### src/rtl/core/sacd_pkg.sv
// ----------------------------------------------------------------------------
// sacd_pkg
// Shared constants and types for the set-associative cache tag directory:
// default geometry, replacement policy codes, register map and sequencer states.
// ----------------------------------------------------------------------------
package sacd_pkg;

  // Default geometry
  localparam int NUM_SETS_DEF   = 64;
  localparam int NUM_WAYS_DEF   = 4;
  localparam int LINE_BYTES_DEF = 16;
  localparam int STAMP_BITS_DEF = 32;

  // Address and data widths
  localparam int ADDR_W = 32;
  localparam int CNT_W  = 32;
  localparam int LFSR_W = 16;
  localparam int WAY_OUT_W = 2;
  localparam int PADDR_W = 3;
  localparam int PDATA_W = 32;

  // Random victim generator
  localparam logic [LFSR_W-1:0] LFSR_SEED = 16'hACE1;
  localparam logic [LFSR_W-1:0] LFSR_TAPS = 16'hB400;

  // Replacement policy codes (the unused code behaves as LRU)
  localparam logic [1:0] POL_RANDOM = 2'd0;
  localparam logic [1:0] POL_FIFO   = 2'd1;
  localparam logic [1:0] POL_LRU    = 2'd2;

  // Register map: register index taken from the word address
  localparam logic REG_REPLACE_POLICY = 1'b0;

  // Sequencer states
  typedef enum logic [1:0] {
    ST_CLEAR,
    ST_IDLE,
    ST_LOOKUP
  } state_t;

endpackage

### src/rtl/core/sacd_lookup.sv
// ----------------------------------------------------------------------------
// sacd_lookup
// Compares one set's ways against a tag and picks the way to use: the hit
// way, else the first invalid way, else the random or oldest-stamp victim.
// ----------------------------------------------------------------------------
module sacd_lookup #(
  parameter int NUM_WAYS   = sacd_pkg::NUM_WAYS_DEF,
  parameter int TAG_W      = 24,
  parameter int STAMP_BITS = sacd_pkg::STAMP_BITS_DEF,
  parameter int WAY_W      = 2
) (
  input  logic [NUM_WAYS-1:0][TAG_W:0]        tag_row,
  input  logic [NUM_WAYS-1:0][STAMP_BITS-1:0] stamp_row,
  input  logic [TAG_W-1:0]                    tag,
  input  logic [1:0]                          policy,
  input  logic [WAY_W-1:0]                    rnd_way,
  output logic                                hit,
  output logic [WAY_W-1:0]                    way,
  output logic                                evicted
);

  localparam int P2 = 1 << WAY_W;

  logic             hit_c;
  logic [WAY_W-1:0] hit_way;
  logic             free;
  logic [WAY_W-1:0] free_way;
  logic [WAY_W-1:0] min_way;

  // Scan ways; the lowest matching or invalid way wins
  always_comb begin
    hit_c    = 1'b0;
    hit_way  = '0;
    free     = 1'b0;
    free_way = '0;
    for (int w = NUM_WAYS - 1; w >= 0; w--) begin
      if (tag_row[w][TAG_W] && (tag_row[w][TAG_W-1:0] == tag)) begin
        hit_c   = 1'b1;
        hit_way = WAY_W'(w);
      end
      if (!tag_row[w][TAG_W]) begin
        free     = 1'b1;
        free_way = WAY_W'(w);
      end
    end
  end

  // Find the smallest stamp with a pairwise tree; ties keep the lower way
  always_comb begin
    logic [STAMP_BITS-1:0] ts [P2];
    logic [WAY_W-1:0]      ti [P2];
    for (int i = 0; i < P2; i++) begin
      ts[i] = '1;
      if (i < NUM_WAYS) begin
        ts[i] = stamp_row[i];
      end
      ti[i] = WAY_W'(i);
    end
    for (int l = P2 >> 1; l >= 1; l = l >> 1) begin
      for (int i = 0; i < l; i++) begin
        if (ts[2*i+1] < ts[2*i]) begin
          ts[i] = ts[2*i+1];
          ti[i] = ti[2*i+1];
        end else begin
          ts[i] = ts[2*i];
          ti[i] = ti[2*i];
        end
      end
    end
    min_way = ti[0];
  end

  // Select the way to report and fill
  always_comb begin
    hit     = hit_c;
    evicted = !hit_c && !free;
    if (hit_c) begin
      way = hit_way;
    end else if (free) begin
      way = free_way;
    end else if (policy == sacd_pkg::POL_RANDOM) begin
      way = rnd_way;
    end else begin
      way = min_way;
    end
  end

endmodule

### config.mk
export PLATFORM = sky130hd
export DESIGN_NAME = sacd_lookup
export DESIGN_NICKNAME = d
export VERILOG_FILES = /design/src/rtl/core/sacd_pkg.sv /design/src/rtl/core/sacd_lookup.sv
export SDC_FILE = /design/constraint.sdc
export NUM_CORES = 1
export LEC_CHECK = 0
export ABC_AREA = 1
export ABC_CLOCK_PERIOD_IN_PS = 6900
export BUFFER_PORTS_ARGS = -buffer_cell sky130_fd_sc_hd__buf_2
export CAP_MARGIN = 20
export CORE_AREA = 10 10 110 112
export DETAILED_ROUTE_END_ITERATION = 10
export DIE_AREA = 0 0 120 122
export GPL_ROUTABILITY_DRIVEN = 0
export PLACE_DENSITY = 0.89
export REMOVE_ABC_BUFFERS = 1
export SETUP_SLACK_MARGIN = 0.4
export SLEW_MARGIN = 0
export SYNTH_ARGS = -nofsm -noshare
export SYNTH_HDL_FRONTEND = slang
export SYNTH_SLANG_ARGS = --single-unit
### constraint.sdc
create_clock -name vclk -period 6.9
set_clock_uncertainty 0.1 [all_clocks]
set_input_delay 0 -clock vclk [all_inputs]
set_output_delay 0 -clock vclk [all_outputs]
set_load 0.1 [all_outputs]
==> key figures <==
Global routing
  – Vias in the first global route: 6811
  – Antenna violations before repair: 2
  – Wire length of the first global-routing pass: about 32000 um
  – Overall fraction of global-route tracks in use: 25.8%
  – Maximum number of pins on one net before global-route repair: between 60 and 70
  – Final global-route overflow total: 0

Finish
  – Final core utilization: between 60% and 70%
  – Final Non-Filler Cells: around 1300
  – Number of sequential storage elements: 0
  – Clk_buf instances: 0
  – Number of nets in the layout: about 1500
  – Number of fillers in the final layout: 957
  – Signed area change from the synthesized netlist to the final layout: 28.6%
  – Multi-input logic area: about 4300 um^2
  – Layout cells sized above 1: 25.1%
  – Total area of sequential cells: 0 um^2

Timing
  – Count of final max-slew check failures: 0
  – Post-layout minimum cycle time: between 4 and 5 ns
  – Setup slack of the critical path after layout: around 2.7 ns
  – Maximum clock rate: 239 MHz
  – Finish-stage setup viols: 0
  – Actual slew at the worst max-slew pin: 0.567 ns
  – Headroom to the max-slew limit: between 60% and 70%
  – Setup tns final: 0 ns
  – Tcrit/Tclk final: roughly 61%
  – Hold Vio Cnt, Final: 0
  – Final-layout worst hold slack: ~0.54 ns
  – Unrepaired setup endpoints after global routing: no

Power and ir drop
  – Power density normalized to cell area: between 70 and 80 nW/um^2
  – Leakage power: 3.91 nW
  – Maximum VDD drop: just under 0.00005 V

Synthesis
  – Post-synthesis cell area: just over 5000 um^2
  – Average instance area after synthesis: 5.43 um^2
  – Sequential area share after synthesis: 0%
  – Post-synth cell types: 37
  – Syn Inst Count: about 930
  – Total number of yosys warnings: 0

Drt
  – Pre-Repair DR Iteration Count: 7
  – Via density: between 5 and 6
  – Final wirelength: slightly above 20000 um
  – Detailed-route DRC error count: 0
  – Initial DRC Count: just under 700
  – Total via count after detailed routing: approximately 7000
  – DR WL/cell: around 16 um
  – Antenna violation net count after detailed routing: 0

Placed design
  – Worst slack after detailed placement: 2.77 ns
  – Port-buffer cells: 260
  – Placed cells: between 1000 and 1500
  – Detailed-placement wirelength estimate: 18500 um

Worst setup path
  – Worst Setup Path Type: in2out
  – Category of the worst setup path capture point: primary output
  – Required arrival time at the worst endpoint: between 6 and 7 ns
  – Largest fanout of any net on the critical path: 47
  – Nature of the critical path startpoint: input pin
  – Data arrival time of the critical path: ~4.1 ns

Min path
  – Worst min-delay path class: in2out
  – Terminating pin of the worst hold path: evicted
  – Hold path cells: 6
  – Worst hold path startpoint: tag_row[24]

Floorplan
  – Die Span Y: approximately 120 um
  – Die Area: about 15000 um^2
  – Initial Util: ~50%
  – Top-Level Pins: 260
  – Standard cell core area: between 10000 and 15000 um^2
  – Chip Width: approximately 120 um
  – Row cnt: 37

Run
  – Max Cap Viol: 0

Clock tree
  – Post-CTS repair timing setup buffer count: 0
  – Hold buffers post-CTS: 0
  – Post-cts gate resize count: 0

Status
  – Outcome: finished, final reports clean
==> final cells by class <==
cell class,instances,area share (%)
tap,136,2.63
timing repair buffer,261,20.2
multi-input combinational,744,67.1
antenna,2,0.0774
inverter,171,9.92
==> critical path: stages <==
cell	delay, ns
buf_2	0.07
inv_1	0.04
ha_1	0.29
nand2_1	0.07
nor2_1	0.14
nor3b_2	0.20
inv_2	0.06
nor3_2	0.11
nand2_1	0.09
nand2_1	0.09
clkinv_1	0.32
buf_4	0.40
nand2_1	0.11
o21ai_0	0.11
ha_1	0.35
nand4_1	0.15
or3_1	0.34
nor4_1	0.28
nand2_2	0.12
nand2_1	0.07
nand2_1	0.05
nand3_1	0.06
nand2_1	0.05
nand2_1	0.09
buf_2	0.43
==> cells by family (layout without fill, tap and decap cells) <==
kind of cell    after synthesis  after routing  share of synthesized area, %
compound gates              141            141                          14.9
xor+xnor                     31             31                          5.40
fa+ha+maj                    93             93                          23.1
buf+inv                     183            432                          13.7
other cells                   0              2                             0
simple gates                479            479                          42.9
==> placed cells by master, fill, tap and decap left out, types with 2 or more instances in the layout <==
cell / count
o221ai_1: 3
or2_2: 24
nand4_1: 41
xnor2_1: 8
o21ai_0: 79
nand2_1: 228
nor2_1: 98
xor2_1: 23
o21ai_1: 3
ha_1: 93
nand3b_1: 5
or3_1: 2
nor4_1: 23
buf_2: 260
o211ai_1: 3
diode_2: 2
nand2_2: 3
a21oi_1: 44
nor3_1: 25
inv_1: 169
a211oi_1: 4
nand3_1: 21
==> synth_stat cells (all sizes together), types with 2 or more instances <==
cell type,number,share of area (%)
o211ai,3,0.45
a21oi,44,4.4
xnor2,8,1.4
nor2,98,7.3
nand3b,5,0.75
ha,93,23
o21ai,82,8.2
or3,2,0.25
nor3,26,2.7
or2,24,3.0
nor4,24,3.1
nand3,21,2.1
a211oi,4,0.60
o221ai,3,0.52
inv,170,13
nand2,232,18
clkbuf,12,0.90
xor2,23,4.0
nand4,41,5.1
==> power breakdown <==
part	switching, mW	total (mW)	internal [mW]	leakage [nW]
registers	0	0	0	0
clock network	0	0.0000000388	0.0000000388	0.0000127
logic	0.283	0.475	0.192	3.91
==> layer usage <==
| metal | track usage (%) | vias up | wire length (um) |
|---|---|---|---|
| met5 | 0 | - | 0 |
| met4 | 8.75 | 0 | 881 |
| met3 | 5.64 | 70 | 2250 |
| met2 | 44.5 | 418 | 9320 |
| met1 | 31.1 | 3035 | 8060 |
| li1 | - | 3571 | - |
==> how the worst max path moves through the flow <==
stage / slack (ns) / from / cells past startpoint / to
finish: 2.72 / stamp_row[95] / 25 / way[0]
global route: 2.33 / stamp_row[95] / 25 / way[0]
CTS: 2.74 / stamp_row[95] / 25 / way[0]
detailed placement: 2.77 / stamp_row[95] / 25 / way[0]
global placement: 2.85 / stamp_row[95] / 25 / way[0]
floorplan: 2.86 / stamp_row[95] / 21 / way[0]
==> through the flow <==
stage                     total power [mW]  instance area (um^2)
after floorplan                      0.291                  4990
after global placement               0.453                  6460
after detailed placement             0.465                  6460
after CTS                            0.468                  6460
after global routing                 0.540                  6470
final                                0.475                  6470
Note: power is estimated with default switching activity, not from simulation.
